--- src/sv/nlsc_pkg.sv ---
// ----------------------------------------------------------------------------
// nlsc_pkg
// Shared types, codes and clamp helpers of the notification LED strobe
// controller.
// ----------------------------------------------------------------------------
package nlsc_pkg;

  localparam int unsigned CmdW     = 3;
  localparam int unsigned LevelW   = 8;
  localparam int unsigned TmoW     = 11;
  localparam int unsigned OffW     = 14;
  localparam int unsigned OnW      = 10;
  localparam int unsigned CntW     = 4;
  localparam int unsigned GapW     = 7;
  localparam int unsigned TimerW   = 14;
  localparam int unsigned TmoLeftW = 27;
  localparam int unsigned PhaseW   = 2;
  localparam int unsigned CfgIdxW  = 3;
  localparam int unsigned CfgDataW = 14;

  // commands
  localparam logic [CmdW-1:0] CMD_TICK       = 3'd0;
  localparam logic [CmdW-1:0] CMD_NOTIFY_ON  = 3'd1;
  localparam logic [CmdW-1:0] CMD_NOTIFY_OFF = 3'd2;
  localparam logic [CmdW-1:0] CMD_SUSPEND    = 3'd3;
  localparam logic [CmdW-1:0] CMD_RESUME     = 3'd4;
  localparam logic [CmdW-1:0] CMD_TOUCH      = 3'd5;

  // register indexes
  localparam logic [CfgIdxW-1:0] REG_ENABLE    = 3'd0;
  localparam logic [CfgIdxW-1:0] REG_TIMEOUT   = 3'd1;
  localparam logic [CfgIdxW-1:0] REG_OFF_MS    = 3'd2;
  localparam logic [CfgIdxW-1:0] REG_ON_MS     = 3'd3;
  localparam logic [CfgIdxW-1:0] REG_STROBE    = 3'd4;
  localparam logic [CfgIdxW-1:0] REG_GAP_MS    = 3'd5;
  localparam logic [CfgIdxW-1:0] REG_KEEP_LIT  = 3'd6;
  localparam logic [CfgIdxW-1:0] REG_TOUCH_EN  = 3'd7;

  // blink phases
  localparam logic [PhaseW-1:0] PH_WAIT = 2'd0;
  localparam logic [PhaseW-1:0] PH_LIT  = 2'd1;
  localparam logic [PhaseW-1:0] PH_GAP  = 2'd2;

  localparam int unsigned MinFlashMs  = 5;
  localparam int unsigned FirstWaitMs = 500;
  localparam int unsigned MsPerSec    = 1000;
  localparam int unsigned SecPerMin   = 60;
  localparam int unsigned MaxStrobe   = 10;
  localparam int unsigned MaxGapMs    = 100;
  localparam int unsigned MinOnMs     = 10;
  localparam int unsigned MaxOnMs     = 1000;
  localparam int unsigned MinOffMs    = 1000;
  localparam int unsigned MaxOffMs    = 10000;
  localparam int unsigned MaxOffSec   = MaxOffMs / MsPerSec;

  localparam logic [LevelW-1:0]   FullLevel = 8'd255;
  localparam logic [TimerW-1:0]   FirstWait = TimerW'((FirstWaitMs / MsPerSec) * MsPerSec);
  localparam logic [TmoLeftW-1:0] MsPerMin  = TmoLeftW'(SecPerMin * MsPerSec);

  typedef struct packed {
    logic              enable;
    logic [TmoW-1:0]   timeout_minutes;
    logic [OffW-1:0]   off_period_ms;
    logic [OnW-1:0]    on_period_ms;
    logic [CntW-1:0]   strobe_count;
    logic [GapW-1:0]   strobe_gap_ms;
    logic              keep_lit;
    logic              touch_light_enable;
  } cfg_t;

  localparam cfg_t CfgReset = '{
    enable:             1'b0,
    timeout_minutes:    11'd0,
    off_period_ms:      14'd7000,
    on_period_ms:       10'd40,
    strobe_count:       4'd0,
    strobe_gap_ms:      7'd40,
    keep_lit:           1'b0,
    touch_light_enable: 1'b1
  };

  typedef struct packed {
    logic                led_lit;
    logic                notify_on;
    logic                notify_ongoing;
    logic                is_suspended;
    logic                blink_armed;
    logic [PhaseW-1:0]   phase;
    logic [TimerW-1:0]   phase_timer;
    logic [CntW-1:0]     flash_index;
    logic [TmoLeftW-1:0] timeout_left;
  } state_t;

  function automatic logic [OnW-1:0] on_clamp(input logic [OnW-1:0] v);
    if (v < OnW'(MinOnMs)) return OnW'(MinOnMs);
    if (v > OnW'(MaxOnMs)) return OnW'(MaxOnMs);
    return v;
  endfunction

  function automatic logic [CntW-1:0] count_clamp(input logic [CntW-1:0] v);
    if (v > CntW'(MaxStrobe)) return CntW'(MaxStrobe);
    if (v < CntW'(1)) return CntW'(1);
    return v;
  endfunction

  function automatic logic [GapW-1:0] gap_clamp(input logic [GapW-1:0] v);
    return (v > GapW'(MaxGapMs)) ? GapW'(MaxGapMs) : v;
  endfunction

  // clamp, then round down to whole seconds
  function automatic logic [TimerW-1:0] off_wait(input logic [OffW-1:0] v);
    logic [OffW-1:0]   oc;
    logic [TimerW-1:0] w;
    oc = v;
    if (v < OffW'(MinOffMs)) oc = OffW'(MinOffMs);
    if (v > OffW'(MaxOffMs)) oc = OffW'(MaxOffMs);
    w = '0;
    for (int k = 1; k <= MaxOffSec; k++) begin
      if (oc >= OffW'(k * MsPerSec)) w = TimerW'(k * MsPerSec);
    end
    return w;
  endfunction

endpackage

--- src/sv/nlsc_div.sv ---
// ----------------------------------------------------------------------------
// nlsc_div
// Restoring divider, one quotient bit per cycle; splits the on period over
// the flashes of a burst.
// ----------------------------------------------------------------------------
module nlsc_div
  import nlsc_pkg::*;
(
  input  logic            clk_i,
  input  logic            rst_ni,
  input  logic            start_i,
  input  logic [OnW-1:0]  dividend_i,
  input  logic [CntW-1:0] divisor_i,
  output logic            done_o,
  output logic [OnW-1:0]  quotient_o
);

  localparam int unsigned StepW = $clog2(OnW);

  logic             busy_q, busy_d;
  logic             done_q, done_d;
  logic [StepW-1:0] step_q, step_d;
  logic [OnW-1:0]   quot_q, quot_d;
  logic [CntW-1:0]  rem_q, rem_d;
  logic [CntW-1:0]  dvs_q, dvs_d;
  logic [CntW:0]    trial;
  logic [CntW:0]    diff;
  logic             fits;

  assign trial = {rem_q, quot_q[OnW-1]};
  assign diff  = trial - {1'b0, dvs_q};
  assign fits  = trial >= {1'b0, dvs_q};

  always_comb begin
    busy_d = busy_q;
    done_d = 1'b0;
    step_d = step_q;
    quot_d = quot_q;
    rem_d  = rem_q;
    dvs_d  = dvs_q;
    if (start_i) begin
      busy_d = 1'b1;
      step_d = '0;
      quot_d = dividend_i;
      rem_d  = '0;
      dvs_d  = divisor_i;
    end else if (busy_q) begin
      rem_d  = fits ? diff[CntW-1:0] : trial[CntW-1:0];
      quot_d = {quot_q[OnW-2:0], fits};
      step_d = step_q + 1'b1;
      if (step_q == StepW'(OnW - 1)) begin
        busy_d = 1'b0;
        done_d = 1'b1;
      end
    end
  end

  always_ff @(posedge clk_i or negedge rst_ni) begin
    if (!rst_ni) begin
      busy_q <= 1'b0;
      done_q <= 1'b0;
      step_q <= '0;
    end else begin
      busy_q <= busy_d;
      done_q <= done_d;
      step_q <= step_d;
    end
  end

  always_ff @(posedge clk_i) begin
    quot_q <= quot_d;
    rem_q  <= rem_d;
    dvs_q  <= dvs_d;
  end

  assign done_o     = done_q;
  assign quotient_o = quot_q;

endmodule

--- src/sv/nlsc_step.sv ---
// ----------------------------------------------------------------------------
// nlsc_step
// Next-state logic for one event: tick timing, notification control and
// touch override.
// ----------------------------------------------------------------------------
module nlsc_step
  import nlsc_pkg::*;
(
  input  cfg_t              cfg_i,
  input  state_t            state_i,
  input  logic [CmdW-1:0]   command_i,
  input  logic [LevelW-1:0] touch_value_i,
  input  logic [OnW-1:0]    quotient_i,
  output state_t            state_o,
  output logic [LevelW-1:0] touch_result_o
);

  function automatic state_t disarm(input state_t st);
    state_t r;
    r             = st;
    r.blink_armed = 1'b0;
    r.phase       = PH_WAIT;
    r.phase_timer = '0;
    r.flash_index = '0;
    return r;
  endfunction

  logic [CntW-1:0]   count_c;
  logic [OnW-1:0]    flash_len;
  logic [TimerW-1:0] flash_t;
  logic [TimerW-1:0] gap_t;
  logic [TimerW-1:0] off_t;
  logic [CntW:0]     next_index;
  state_t            s;
  logic [LevelW-1:0] touch;

  assign count_c = count_clamp(cfg_i.strobe_count);
  assign flash_len = (count_c == CntW'(1)) ? on_clamp(cfg_i.on_period_ms) :
                     (quotient_i < OnW'(MinFlashMs)) ? OnW'(MinFlashMs) : quotient_i;
  assign flash_t = TimerW'(flash_len);
  assign gap_t   = TimerW'(gap_clamp(cfg_i.strobe_gap_ms));
  assign off_t   = off_wait(cfg_i.off_period_ms);
  assign next_index = {1'b0, state_i.flash_index} + 1'b1;

  always_comb begin
    s     = state_i;
    touch = '0;
    unique case (command_i)
      CMD_TICK: begin
        if (s.timeout_left != '0) s.timeout_left = s.timeout_left - 1'b1;
        if (s.blink_armed) begin
          unique case (s.phase)
            PH_WAIT: begin
              if (s.phase_timer != '0) begin
                s.phase_timer = s.phase_timer - 1'b1;
              end else if (!(cfg_i.enable && s.notify_on)) begin
                s = disarm(s);
              end else if (cfg_i.timeout_minutes != '0 && s.timeout_left == '0) begin
                s.notify_on = 1'b0;
                s = disarm(s);
              end else begin
                s.flash_index = '0;
                s.led_lit     = 1'b1;
                s.phase       = PH_LIT;
                s.phase_timer = flash_t;
              end
            end
            PH_LIT: begin
              if (s.phase_timer != '0) s.phase_timer = s.phase_timer - 1'b1;
              if (s.phase_timer == '0) begin
                if (next_index < {1'b0, count_c}) begin
                  s.led_lit     = 1'b0;
                  s.phase       = PH_GAP;
                  s.phase_timer = gap_t;
                  // zero gap: next flash starts on this tick
                  if (gap_t == '0) begin
                    s.flash_index = next_index[CntW-1:0];
                    s.led_lit     = 1'b1;
                    s.phase       = PH_LIT;
                    s.phase_timer = flash_t;
                  end
                end else begin
                  if (!cfg_i.keep_lit) s.led_lit = 1'b0;
                  if (cfg_i.enable && s.notify_on) begin
                    s.phase       = PH_WAIT;
                    s.phase_timer = off_t;
                    s.flash_index = '0;
                  end else begin
                    s = disarm(s);
                  end
                end
              end
            end
            PH_GAP: begin
              if (s.phase_timer != '0) s.phase_timer = s.phase_timer - 1'b1;
              if (s.phase_timer == '0) begin
                s.flash_index = next_index[CntW-1:0];
                s.led_lit     = 1'b1;
                s.phase       = PH_LIT;
                s.phase_timer = flash_t;
              end
            end
            default: s = disarm(s);
          endcase
        end
      end
      CMD_NOTIFY_ON: begin
        if (cfg_i.enable && s.is_suspended) begin
          s.notify_on = 1'b1;
          if (cfg_i.timeout_minutes != '0 && !s.notify_ongoing) begin
            s.timeout_left = TmoLeftW'(cfg_i.timeout_minutes) * MsPerMin;
          end
          s.blink_armed    = 1'b1;
          s.phase          = PH_WAIT;
          s.phase_timer    = FirstWait;
          s.flash_index    = '0;
          s.notify_ongoing = 1'b1;
        end
      end
      CMD_NOTIFY_OFF: begin
        s.notify_on      = 1'b0;
        s.notify_ongoing = 1'b0;
        s = disarm(s);
        if (s.is_suspended) s.led_lit = 1'b0;
      end
      CMD_SUSPEND: s.is_suspended = 1'b1;
      CMD_RESUME: begin
        s.is_suspended = 1'b0;
        s.notify_on    = 1'b0;
        s = disarm(s);
      end
      CMD_TOUCH: begin
        if (touch_value_i != '0) begin
          touch = (s.notify_on || cfg_i.touch_light_enable) ? touch_value_i : '0;
        end else begin
          touch = s.notify_on ? FullLevel : '0;
        end
      end
      default: ;
    endcase
  end

  assign state_o        = s;
  assign touch_result_o = touch;

endmodule

--- src/sv/notification_led_strobe_controller_core.sv ---
// ----------------------------------------------------------------------------
// notification_led_strobe_controller_core
// Notification LED blink and strobe controller driven by one event per item.
// ----------------------------------------------------------------------------
// Usage:
//   Input channel (in_valid_i / in_stall_o) carries one event: a 1 ms tick,
//   notify on/off, suspend, resume or a touch request with its value.
//   Output channel (out_valid_o / out_stall_i) returns exactly one result per
//   event: LED level, touch override, notification and blink flags.
//   Configuration writes use cfg_valid_i / cfg_ready_o with a register index
//   and data; they are taken only between items and win over a waiting item.
// Timing:
//   Each item runs the shared restoring divider (on period / flash count);
//   once the quotient is ready, the apply state updates the state and
//   registers the result. A new item is accepted only after the previous one
//   has been applied and the controller is back in idle.
// Reset and stall:
//   Reset clears all state and loads the register defaults. The result sits in
//   an output register; a stalled result holds, and the next item is accepted
//   and worked on, waiting before its update until the output register frees.
// ----------------------------------------------------------------------------
module notification_led_strobe_controller_core
  import nlsc_pkg::*;
(
  input  logic                clk_i,
  input  logic                rst_ni,
  input  logic                in_valid_i,
  output logic                in_stall_o,
  input  logic [CmdW-1:0]     command_i,
  input  logic [LevelW-1:0]   touch_value_i,
  output logic                out_valid_o,
  input  logic                out_stall_i,
  output logic [LevelW-1:0]   led_level_o,
  output logic [LevelW-1:0]   touch_result_o,
  output logic                notification_active_o,
  output logic                blinking_o,
  input  logic                cfg_valid_i,
  output logic                cfg_ready_o,
  input  logic [CfgIdxW-1:0]  cfg_index_i,
  input  logic [CfgDataW-1:0] cfg_data_i
);

  localparam logic [1:0] ST_IDLE  = 2'd0;
  localparam logic [1:0] ST_DIV   = 2'd1;
  localparam logic [1:0] ST_APPLY = 2'd2;

  logic [1:0]        fsm_q, fsm_d;
  cfg_t              cfg_q, cfg_d;
  state_t            st_q, st_d;
  logic              out_valid_q, out_valid_d;
  logic [CmdW-1:0]   cmd_q;
  logic [LevelW-1:0] tv_q;
  logic [LevelW-1:0] led_q, touch_q;
  logic              active_q, blink_q;

  logic              take_item;
  logic              load_out;
  logic              div_done;
  logic [OnW-1:0]    quotient;
  state_t            step_state;
  logic [LevelW-1:0] step_touch;

  assign cfg_ready_o = (fsm_q == ST_IDLE);
  assign in_stall_o  = (fsm_q != ST_IDLE) || cfg_valid_i;
  assign take_item   = in_valid_i && !in_stall_o;
  assign load_out    = (fsm_q == ST_APPLY) && (!out_valid_q || !out_stall_i);

  nlsc_div u_div (
    .clk_i      (clk_i),
    .rst_ni     (rst_ni),
    .start_i    (take_item),
    .dividend_i (on_clamp(cfg_q.on_period_ms)),
    .divisor_i  (count_clamp(cfg_q.strobe_count)),
    .done_o     (div_done),
    .quotient_o (quotient)
  );

  nlsc_step u_step (
    .cfg_i          (cfg_q),
    .state_i        (st_q),
    .command_i      (cmd_q),
    .touch_value_i  (tv_q),
    .quotient_i     (quotient),
    .state_o        (step_state),
    .touch_result_o (step_touch)
  );

  always_comb begin
    fsm_d       = fsm_q;
    cfg_d       = cfg_q;
    st_d        = st_q;
    out_valid_d = out_valid_q && out_stall_i;
    unique case (fsm_q)
      ST_IDLE: begin
        if (cfg_valid_i) begin
          unique case (cfg_index_i)
            REG_ENABLE: begin
              cfg_d.enable = cfg_data_i[0];
              // disabling drops a running notification
              if (!cfg_data_i[0] && st_q.notify_on) begin
                st_d.notify_on      = 1'b0;
                st_d.notify_ongoing = 1'b0;
                st_d.blink_armed    = 1'b0;
                st_d.phase          = PH_WAIT;
                st_d.phase_timer    = '0;
                st_d.flash_index    = '0;
                if (st_q.is_suspended) st_d.led_lit = 1'b0;
              end
            end
            REG_TIMEOUT:  cfg_d.timeout_minutes = cfg_data_i[TmoW-1:0];
            REG_OFF_MS:   cfg_d.off_period_ms   = cfg_data_i[OffW-1:0];
            REG_ON_MS:    cfg_d.on_period_ms    = cfg_data_i[OnW-1:0];
            REG_STROBE:   cfg_d.strobe_count    = cfg_data_i[CntW-1:0];
            REG_GAP_MS:   cfg_d.strobe_gap_ms   = cfg_data_i[GapW-1:0];
            REG_KEEP_LIT: cfg_d.keep_lit        = cfg_data_i[0];
            REG_TOUCH_EN: begin
              // edge of the touch enable follows onto the LED
              if (cfg_data_i[0] != cfg_q.touch_light_enable) st_d.led_lit = cfg_data_i[0];
              cfg_d.touch_light_enable = cfg_data_i[0];
            end
            default: ;
          endcase
        end else if (take_item) begin
          fsm_d = ST_DIV;
        end
      end
      ST_DIV: begin
        if (div_done) fsm_d = ST_APPLY;
      end
      ST_APPLY: begin
        if (load_out) begin
          st_d        = step_state;
          out_valid_d = 1'b1;
          fsm_d       = ST_IDLE;
        end
      end
      default: fsm_d = ST_IDLE;
    endcase
  end

  always_ff @(posedge clk_i or negedge rst_ni) begin
    if (!rst_ni) begin
      fsm_q       <= ST_IDLE;
      cfg_q       <= CfgReset;
      st_q        <= '0;
      out_valid_q <= 1'b0;
    end else begin
      fsm_q       <= fsm_d;
      cfg_q       <= cfg_d;
      st_q        <= st_d;
      out_valid_q <= out_valid_d;
    end
  end

  always_ff @(posedge clk_i) begin
    if (take_item) begin
      cmd_q <= command_i;
      tv_q  <= touch_value_i;
    end
    if (load_out) begin
      led_q    <= step_state.led_lit ? FullLevel : '0;
      touch_q  <= step_touch;
      active_q <= step_state.notify_on;
      blink_q  <= step_state.blink_armed;
    end
  end

  assign out_valid_o           = out_valid_q;
  assign led_level_o           = led_q;
  assign touch_result_o        = touch_q;
  assign notification_active_o = active_q;
  assign blinking_o            = blink_q;

endmodule
--- config.mk ---
export PLATFORM = sky130hd
export DESIGN_NAME = notification_led_strobe_controller_core
export DESIGN_NICKNAME = d
export VERILOG_FILES = /design/src/sv/nlsc_pkg.sv /design/src/sv/nlsc_div.sv /design/src/sv/nlsc_step.sv /design/src/sv/notification_led_strobe_controller_core.sv
export SDC_FILE = /design/constraint.sdc
export NUM_CORES = 1
export LEC_CHECK = 0
export ABC_AREA = 1
export ABC_CLOCK_PERIOD_IN_PS = 4400
export BUFFER_PORTS_ARGS = -buffer_cell sky130_fd_sc_hd__buf_4
export CAP_MARGIN = 20
export CELL_PAD_IN_SITES_DETAIL_PLACEMENT = 1
export CELL_PAD_IN_SITES_GLOBAL_PLACEMENT = 1
export CORE_UTILIZATION = 42
export DETAILED_ROUTE_END_ITERATION = 7
export PLACE_DENSITY_LB_ADDON = 0.15
export SYNTH_ARGS = -nofsm -noshare
export SYNTH_HDL_FRONTEND = slang
export SYNTH_SLANG_ARGS = --single-unit
--- constraint.sdc ---
create_clock -name clk_i -period 4.4 [get_ports clk_i]
set_input_delay 0.22 -clock clk_i [delete_from_list [all_inputs] [get_ports clk_i]]
set_output_delay 0.22 -clock clk_i [all_outputs]
set_load 0.03 [all_outputs]
=== Word level (Yosys, flattened, before mapping) ===
Cells that the tools add are included.

* $add $sub $neg: 5
* Multiply operators: 1
* Div/mod/pow operators: 0
* $lt $le $gt $ge: 20
* Equal/unequal tests: 41
* Shifts and indexed selects: 0
* Muxes and demuxes: 102
* Bitwise operators: 2
* Reductions and logical operators: 51

{| class="wikitable"
|+ Operator list
! kind !! number
|-
| 52-bit 2-to-1 mux || 4
|-
| 14-bit 2-to-1 mux || 12
|-
| 48-bit case mux with 3 select lines || 1
|-
| 10-bit 2-to-1 mux || 9
|-
| 27-bit 2-to-1 mux || 3
|-
| 21-bit 2-to-1 mux || 3
|-
| 20-bit 2-to-1 mux || 3
|-
| 20-bit case mux with 3 select lines || 1
|-
| 14-bit by 13-bit greater-or-equal comparator with 1-bit output (second input constant) || 4
|-
| 27-bit case mux with 2 select lines || 1
|-
| 13-bit 2-to-1 mux || 4
|-
| 48-bit 2-to-1 mux || 1
|-
| 14-bit logical NOT || 3
|-
| 21-bit case mux with 2 select lines || 1
|-
| 4-bit 2-to-1 mux || 8
|-
| 8-bit 2-to-1 mux || 4
|-
| 31-bit 2-to-1 mux || 1
|-
| 14-bit by 12-bit greater-or-equal comparator with 1-bit output (second input constant) || 2
|-
| 14-bit greater-or-equal comparator (second input constant) || 2
|-
| 27-bit logical NOT || 1
|-
| 27-bit nonzero test || 1
|-
| 27-bit by 1-bit subtractor with 27-bit output (second input constant) || 1
|-
| 12-bit 2-to-1 mux || 2
|-
| 3-bit AND reduction || 8
|-
| 65 further kinds || 142
|}

* Bits in registers: 157
* Bits in latches: 0
* RAM bits: 0
* ROM bits: 0
* Bits of input ports: 33
* Output and inout port bits: 21
* Logic and storage cells: 253
* Memories kept: 0

=== Logic depth before layout (Yosys ltp) ===
Gate-level depths: netlist of the first run.

* Depth in word-level cells: 22
* Depth in mapped cells: 24
* Depth with buffers taken out: 23

=== By module ===
From an unflattened synthesis of the first run, not the netlist that was laid out.

* Cell total of the unflattened synthesis: 1915
* Area, all modules: 13591.8 um^2

{| class="wikitable"
|+ By module, submodules not included
! module !! times used !! cells an instance !! area an instance (um^2) !! seq. area each (um^2)
|-
| nlsc_step || 1 || 1274 || 7323.3 || 0.0
|-
| notification_led_strobe_controller_core || 1 || 515 || 5078.6 || 3278.1
|-
| nlsc_div || 1 || 126 || 1189.9 || 650.6
|}

=== Worst setup path before layout of the first run ===
Ideal clock, no wire load.

* Path type: register -> register
* From: reg cfg_q[38] (netlist name)
* To: reg st_q[18] (netlist name)
* Library setup time: 0.133 ns
* Data arrival time: 4.293 ns
* Required time: 4.267 ns
* Slack: -0.025 ns
* Stages on the path, launching flop included: 17
* Buffers on the path: 0
* Clock period less this slack: 4.425 ns
* Cells stage by stage: dfrtp_1 > fa_1 > inv_1 > fa_1 > fa_1 > inv_1 > fa_1 > fa_1 > ha_1 > or2_2 > o22ai_1 > o21ai_0 > or2_2 > nand3_1 > o21ai_0 > nand2_1 > o21ai_0

* Longest elaborated chain between the ends: 4
* Elaborated cells on any way between the ends: 8
* Classes of those cells: 1 x mul; 1 x eq/ne; 3 x mux; 3 x reduce/logical

{| class="wikitable"
|+ Ends and longest elaborated chain
! element !! line !! source
|-
| from (decl) || notification_led_strobe_controller_core.sv:48 || <nowiki>cfg_t cfg_q, cfg_d;</nowiki>
|-
| from (signal assigned) || notification_led_strobe_controller_core.sv:144 || <nowiki>cfg_q <= CfgReset;</nowiki>
|-
| from (signal assigned) || notification_led_strobe_controller_core.sv:149 || <nowiki>cfg_q <= cfg_d;</nowiki>
|-
| 11-bit by 11-bit multiplier with 22-bit output / 11-bit nonzero test (equally long branches) || nlsc_step.sv:111, nlsc_step.sv:110 ||
|-
| 27-bit 2-to-1 mux / 1-bit logical AND (equally long branches) || nlsc_step.sv:110 || <nowiki>if (cfg_i.timeout_minutes != '0 && !s.notify_ongoing) begin</nowiki>
|-
| 48-bit 2-to-1 mux / 2-bit by 1-bit != test with 1-bit output (equally long branches) || - ||
|-
| 48-bit case mux with 3 select lines / 6-bit AND reduction (equally long branches) || - ||
|-
| to (signal assigned) || notification_led_strobe_controller_core.sv:150 || <nowiki>st_q <= st_d;</nowiki>
|-
| to (decl) || notification_led_strobe_controller_core.sv:49 || <nowiki>state_t st_q, st_d;</nowiki>
|}

Several ways; a longest one is shown, not always the timed one. The select of a mux whose other input is x is not followed.
A chain may end at the register's enable or synchronous reset.

=== Worst setup path after layout of the first run ===
* From: reg cfg_q[39] (netlist name)
* To: reg st_q[19] (netlist name)

The elaborated chain is that of the path after synthesis.

==> results_dict.tcl, run 1 <==
set metrics [dict create \
    clk_path_buf_depth 2 \
    clock-skew-final_ns 0.0151 \
    yosysTopAreaCellShare_pct 20.2 \
    hpwl_um 30200 \
    synth_edf_count 36 \
    worstMarginPinSlew_ns 0.922 \
    crit_fanout 4 \
    wl_met3_um 1380 \
    violations "negative setup slack" \
    max_freq_mhz 218 \
    grt_start_max_net_pins 56 \
    die_area_um2 29600 \
    finalInstanceArea_um2 14100 \
    initial_core_util_pct 43.2 \
    avgViaCountPerCell 5.42 \
    hp-class "in -> reg" \
    die_y_um 172 \
    synth.most_common_cell "nand2_1" \
    ioPinCount 54 \
    synthTopCellsByCount "nand2_1, inv_1, nor2_1" \
    synth_area_leaders "dfrtp_1, nand2_1, edfxtp_1, ha_1, inv_1" \
    drv_slew 0 \
    yosysUniqueCellTypes 61 \
    relSlewSlack_pct 38.3 \
    routed.top_layer "met4" \
    period_minus_slack_ns 4.58 \
    synth_seq_area_share_pct 32.4 \
    critPathLaunchType "flop" \
    routed-wl-met2_um 19000 \
    drt-met1-wl_um 18800 \
    core_area_um2 28100 \
    diodes 0 \
    worst_slack_ns -0.184 \
    grt_pass1_wl_um 63700 \
    min_period_over_period_pct 104 \
    cp.arrival_ns 4.93 \
    cts_root_buffer "clkbuf_16" \
    setup_viol 10 \
    placedInstanceArea_um2 13100 \
    wl_per_cell_um 18.6 \
    critical_path_class "reg -> reg" \
    antenna_found_initial 0 \
    fin_nets 1900 \
    rsz0062_at_grt "yes" \
    htreeDepth 4 \
    pre_cts_slack_ns -0.293 \
    async_reset_ff_share_pct 73.3 \
    status "finished, violations left" \
    synth_area_um2 12100 \
    clk_pin_slew_ns 0.08 \
    drt_iter0_markers 753 \
    wl_um 39700 \
    row_count 61 \
    crit_required_ns 4.75 \
    port_buffers 53 \
    drc 0 \
    clock_latency_ns 0.46 \
    fin_tns_setup_ns -0.900 \
    syn_area_per_cell_um2 7.38 \
    vias 11600 \
    area_growth_pct 16.2 \
    syn_inst 1643 \
    synth_nets 1797 \
    numCtsBuffers 17 \
    finalWeightedCongestion 0.895 \
    drv_cap 0 \
    cts_tree "yes" \
    fp.dieW_um 172 \
    hold_violations 0 \
    drive_gt1_share_pct 13.4 \
    endpoint_kind "flop" \
    antenna_left 0 \
    overflow 0 \
    synth_top_area_cell "dfrtp_1" \
    ys.flop_type "dfrtp_1" \
    first_pass_iters 5 \
    synth_seq_cells 150 \
    yosys_warnings 0 \
    grt_use_total_pct 28.0 \
    cts_sinks 150 \
    first_global_vias 12000 \
]
[kinds of logic after synthesis]
group	share of synthesized area (%)
DFF	32.4
xor gates and xnor gates	1.95
buffers and inverters	8.87
muxes	0.186
adders and majority gates	14.8
and+or+nand+nor	28.3
AOI/OAI and AO/OA	13.5
[flip-flops by register name (all words and copies together), names as in the netlist]
register / flops
blinking_o: 1
cfg_q: 49
cmd_q: 3
fsm_q: 2
led_level_o: 1
notification_active_o: 1
out_valid_o: 1
st_q: 52
touch_result_o: 8
tv_q: 8
u_div.busy_q: 1
u_div.done_o: 1
u_div.dvs_q: 4
u_div.quotient_o: 10
u_div.rem_q: 4
u_div.step_q: 4
[cell usage in the layout, fill, tap and decap left out, types with 5 or more instances in the layout]
master         count
a21oi_1           75
a31oi_1            5
buf_4            101
clkbuf_16         17
dfrtp_1           96
dfstp_2           12
dlygate4sd3_1     16
edfxtp_1          36
fa_1              36
ha_1              81
inv_1            215
inv_2             12
inv_6              5
nand2_1          410
nand2_2           10
nand3_1          108
nand4_1           25
nor2_1           160
nor2_2             7
nor2_4             5
nor3_1            25
nor3_2             7
nor4_1             8
o211ai_1          11
o21ai_0          113
o21ai_1           13
o21ai_2            5
o221ai_1          15
o22ai_1            7
o31ai_1            5
or2_2             11
xnor2_1            8
xor2_1            19
[worst max-delay path, cell delays in order, from the launching register on]
cell and delay [ns]:
dfrtp_2 0.43, buf_6 0.13, fa_1 0.53, fa_1 0.57, fa_1 0.45, fa_1 0.49
fa_2 0.61, ha_4 0.24, a21oi_4 0.19, buf_6 0.14, o21ai_4 0.06, a21boi_2 0.18
xor2_1 0.21, o22ai_1 0.10, nand2_1 0.08, o21ai_1 0.06
[metal layers]
metal,track usage [%],vias to the layer above
met5,0,-
met4,7.20,0
met3,3.78,45
met2,46.6,218
met1,38.2,5698
li1,-,5632
[path summary, 6_finish.rpt]
| kind | startpoint | endpoint | slack, ns | cells after the start |
|---|---|---|---|---|
| max | cfg_q[39] | st_q[19] | -0.18 | 15 |
| min | out_stall_i | out_valid_o | 0.03 | 3 |
| max reg2reg | cfg_q[39] | st_q[19] | -0.18 | 15 |
| min reg2reg | u_div.step_q[3] | u_div.step_q[3] | 0.48 | 1 |
| max in group asynchronous | rst_ni | cfg_q[34] | 3.03 | 3 |
| min in group asynchronous | rst_ni | st_q[12] | 0.38 | 2 |
[per-stage QoR]
step | hold slack, ns | utilization (%) | instances
2_1_floorplan | -0.0756 | - | 1643
3_3_place_gp | 0.359 | 46.8 | 2083
3_5_place_dp | 0.352 | 46.8 | 2083
4_1_cts | 0.0149 | 50.0 | 2136
5_1_grt | 0.0319 | 50.2 | 2137
6_report | 0.0261 | 50.2 | 2137
[area by class of cell]
cell class	instances	area (um^2)
well taps	378	473
clock inverters	15	156
inverters	231	867
fillers	3611	14000
multi-input cells	1225	7280
flip-flops and latches	150	3930
repair buffers	121	963
clock buffers	17	425
[what timing repair did]
item                                    4_1_cts  5_1_grt
hold endpoints to repair                     66        0
buffers inserted                              6        1
endpoints found under the setup margin       11       12
pin swaps                                    18        0
hold buffers                                 16        0
resized for setup                            32       11
Power of run 1 is not shown: default switching activity piles up to over one toggle a cycle in this logic, so the estimate is an artifact.
==> inputs of run 2 (changes only) <==
- BUFFER_PORTS_ARGS: -buffer_cell sky130_fd_sc_hd__buf_4 -> not set
- CORE_UTILIZATION: 42 -> 44
- DONT_BUFFER_PORTS: not set -> 1
==> results_dict.tcl, run 2 (synthesized netlist as in run 1, its figures left out) <==
set metrics [dict create \
    layout_common_cells "nand2_1, inv_1, nor2_1, o21ai_0, nand3_1" \
    grt_use_total_pct 28.5 \
    r2r-start "cfg_q[39]" \
    drive_gt1_share_pct 11.7 \
    min_period_over_period_pct 104 \
    violations "negative setup slack" \
    grt_start_max_net_pins 111 \
    worst_r2r_endpoint "st_q[25]" \
    hp-class "in -> reg" \
    status "finished, violations left" \
    wl_um 39000 \
    worst_slack_ns -0.184 \
    hpwl_um 28900 \
    cpMostUsedCell "fa_1" \
    row_count 60 \
    final_cells 2058 \
    hold_depth 2 \
    period_minus_slack_ns 4.58 \
    wl_per_cell_um 19.0 \
    dpl.cell_count 1994 \
    crit_fanout 4 \
    finalWeightedCongestion 0.898 \
    worstMarginPinSlew_ns 0.991 \
    timing.hold.ws_ns 0.00503 \
    max_freq_mhz 218 \
    rsz0062_at_grt "yes" \
    clock_latency_ns 0.45 \
    port_buffers 0 \
    ioPinCount 54 \
    crit_chain "fa_1 -> inv_2 -> fa_1 -> fa_1 -> inv_2 -> fa_1 -> fa_1 -> ha_4 -> nand2_4 -> nor3_4 -> nand2_1 -> o211ai_1 -> nand2_1 -> nand3_2 -> nand2_1 -> nand2_1 -> o221ai_1" \
    fin_util_pct 51.4 \
    antenna_left 0 \
    clk_pin_slew_ns 0.07 \
    numCtsBuffers 17 \
    largest_register_ffs 52 \
    fp.dieW_um 168 \
    path_delay_family "adder cells" \
    area_growth_pct 14.5 \
    core_area_um2 27000 \
    grt_pass1_wl_um 63200 \
    first_global_vias 12100 \
    cts_root_buffer "clkbuf_16" \
    endpoint_kind "flop" \
    cp.arrival_ns 4.87 \
    r2r_cells 17 \
    antenna_found_initial 1 \
    first_pass_iters 5 \
    hp-start "cfg_data_i[10]" \
    overflow 0 \
    min_to "cfg_q[33]" \
    relSlewSlack_pct 33.7 \
    clk_path_buf_depth 2 \
    avgViaCountPerCell 5.59 \
    drc 0 \
    crit_required_ns 4.68 \
    ff2ff_setup_slack_ns -0.18 \
    worst-path-buf-inv 2 \
    slowest_delay_ns 0.57 \
    slowest_stage "fa_1" \
    cts_sinks 150 \
    drv_cap 0 \
    initial_core_util_pct 44.9 \
    hold_violations 0 \
    vias 11500 \
    mostFrequentLayoutCell "nand2_1" \
    htreeDepth 4 \
    critical_path_class "reg -> reg" \
    pre_cts_slack_ns -0.258 \
    drt_iter0_markers 745 \
    critPathLaunchType "flop" \
    cts_tree "yes" \
    drv_slew 0 \
    largest-register "st_q" \
    clock-skew-final_ns 0.0126 \
    die_area_um2 28200 \
    die_y_um 168 \
    fin_nets 1857 \
    setup_viol 10 \
]
==> run 2: changes by cell type in the layout (fill, tap and decap cells not counted), sizes merged <==
| cell | change |
|---|---|
| buf | -50 |
| dlygate4sd3 | +7 |
| clkinvlp | -2 |
| bufinv | +1 |
| diode | +1 |
| inv | +1 |
==> run 2: area by class of cell <==
class | count | area, um^2
multi-input combinational | 1225 | 7360
clock inverter | 15 | 175
tap | 341 | 427
sequential | 150 | 3930
antenna | 1 | 2.50
timing repair buffer | 78 | 702
clock buffer | 17 | 425
fill | 3400 | 13100
inverter | 231 | 867
==> run 2: worst register-to-register path: stages, from the launching register on <==
cell and delay [ns]:
dfrtp_2 0.44, fa_1 0.57, inv_2 0.05, fa_1 0.47, fa_1 0.52, inv_2 0.05
fa_1 0.47, fa_1 0.52, ha_4 0.34, nand2_4 0.10, nor3_4 0.22, nand2_1 0.11
o211ai_1 0.14, nand2_1 0.10, nand3_2 0.08, nand2_1 0.06, nand2_1 0.08, o221ai_1 0.12
==> run 2: per-stage QoR <==
step	area, um^2	TNS (ns)
global placement	12700	-0.979
CTS	13700	-0.137
detailed placement	12700	-1.77
floorplan	12100	0
global route	13900	-2.42
finish	13900	-0.539
==> run 2: metal layers <==
layer	wire length [um]	track usage (%)	vias up
met5	0	0	-
met4	595	7.54	0
met3	1790	5.22	44
met2	18000	47.0	244
met1	18600	38.5	5676
li1	-	-	5547
==> run 2: worst max path at each step <==
stage,slack [ns],to,cells after the start,start
after CTS,-0.04,st_q[25],16,cfg_q[39]
after global placement,-0.20,st_q[22],14,cfg_q[38]
after global routing,-0.33,st_q[25],17,cfg_q[39]
after floorplan,0.01,st_q[18],16,cfg_q[37]
final,-0.18,st_q[25],17,cfg_q[39]
after detailed placement,-0.26,st_q[22],14,cfg_q[38]
==> run 2: what timing repair did <==
| item | CTS | global route |
|---|---|---|
| buffers inserted | 3 | 4 |
| hold buffers | 24 | 0 |
| pin swaps | 21 | 12 |
| gates resized for setup | 42 | 23 |
| endpoints found under the hold margin | 135 | 0 |
| endpoints found under the setup margin | 10 | 11 |
Power of run 2 is left out for the same reason.
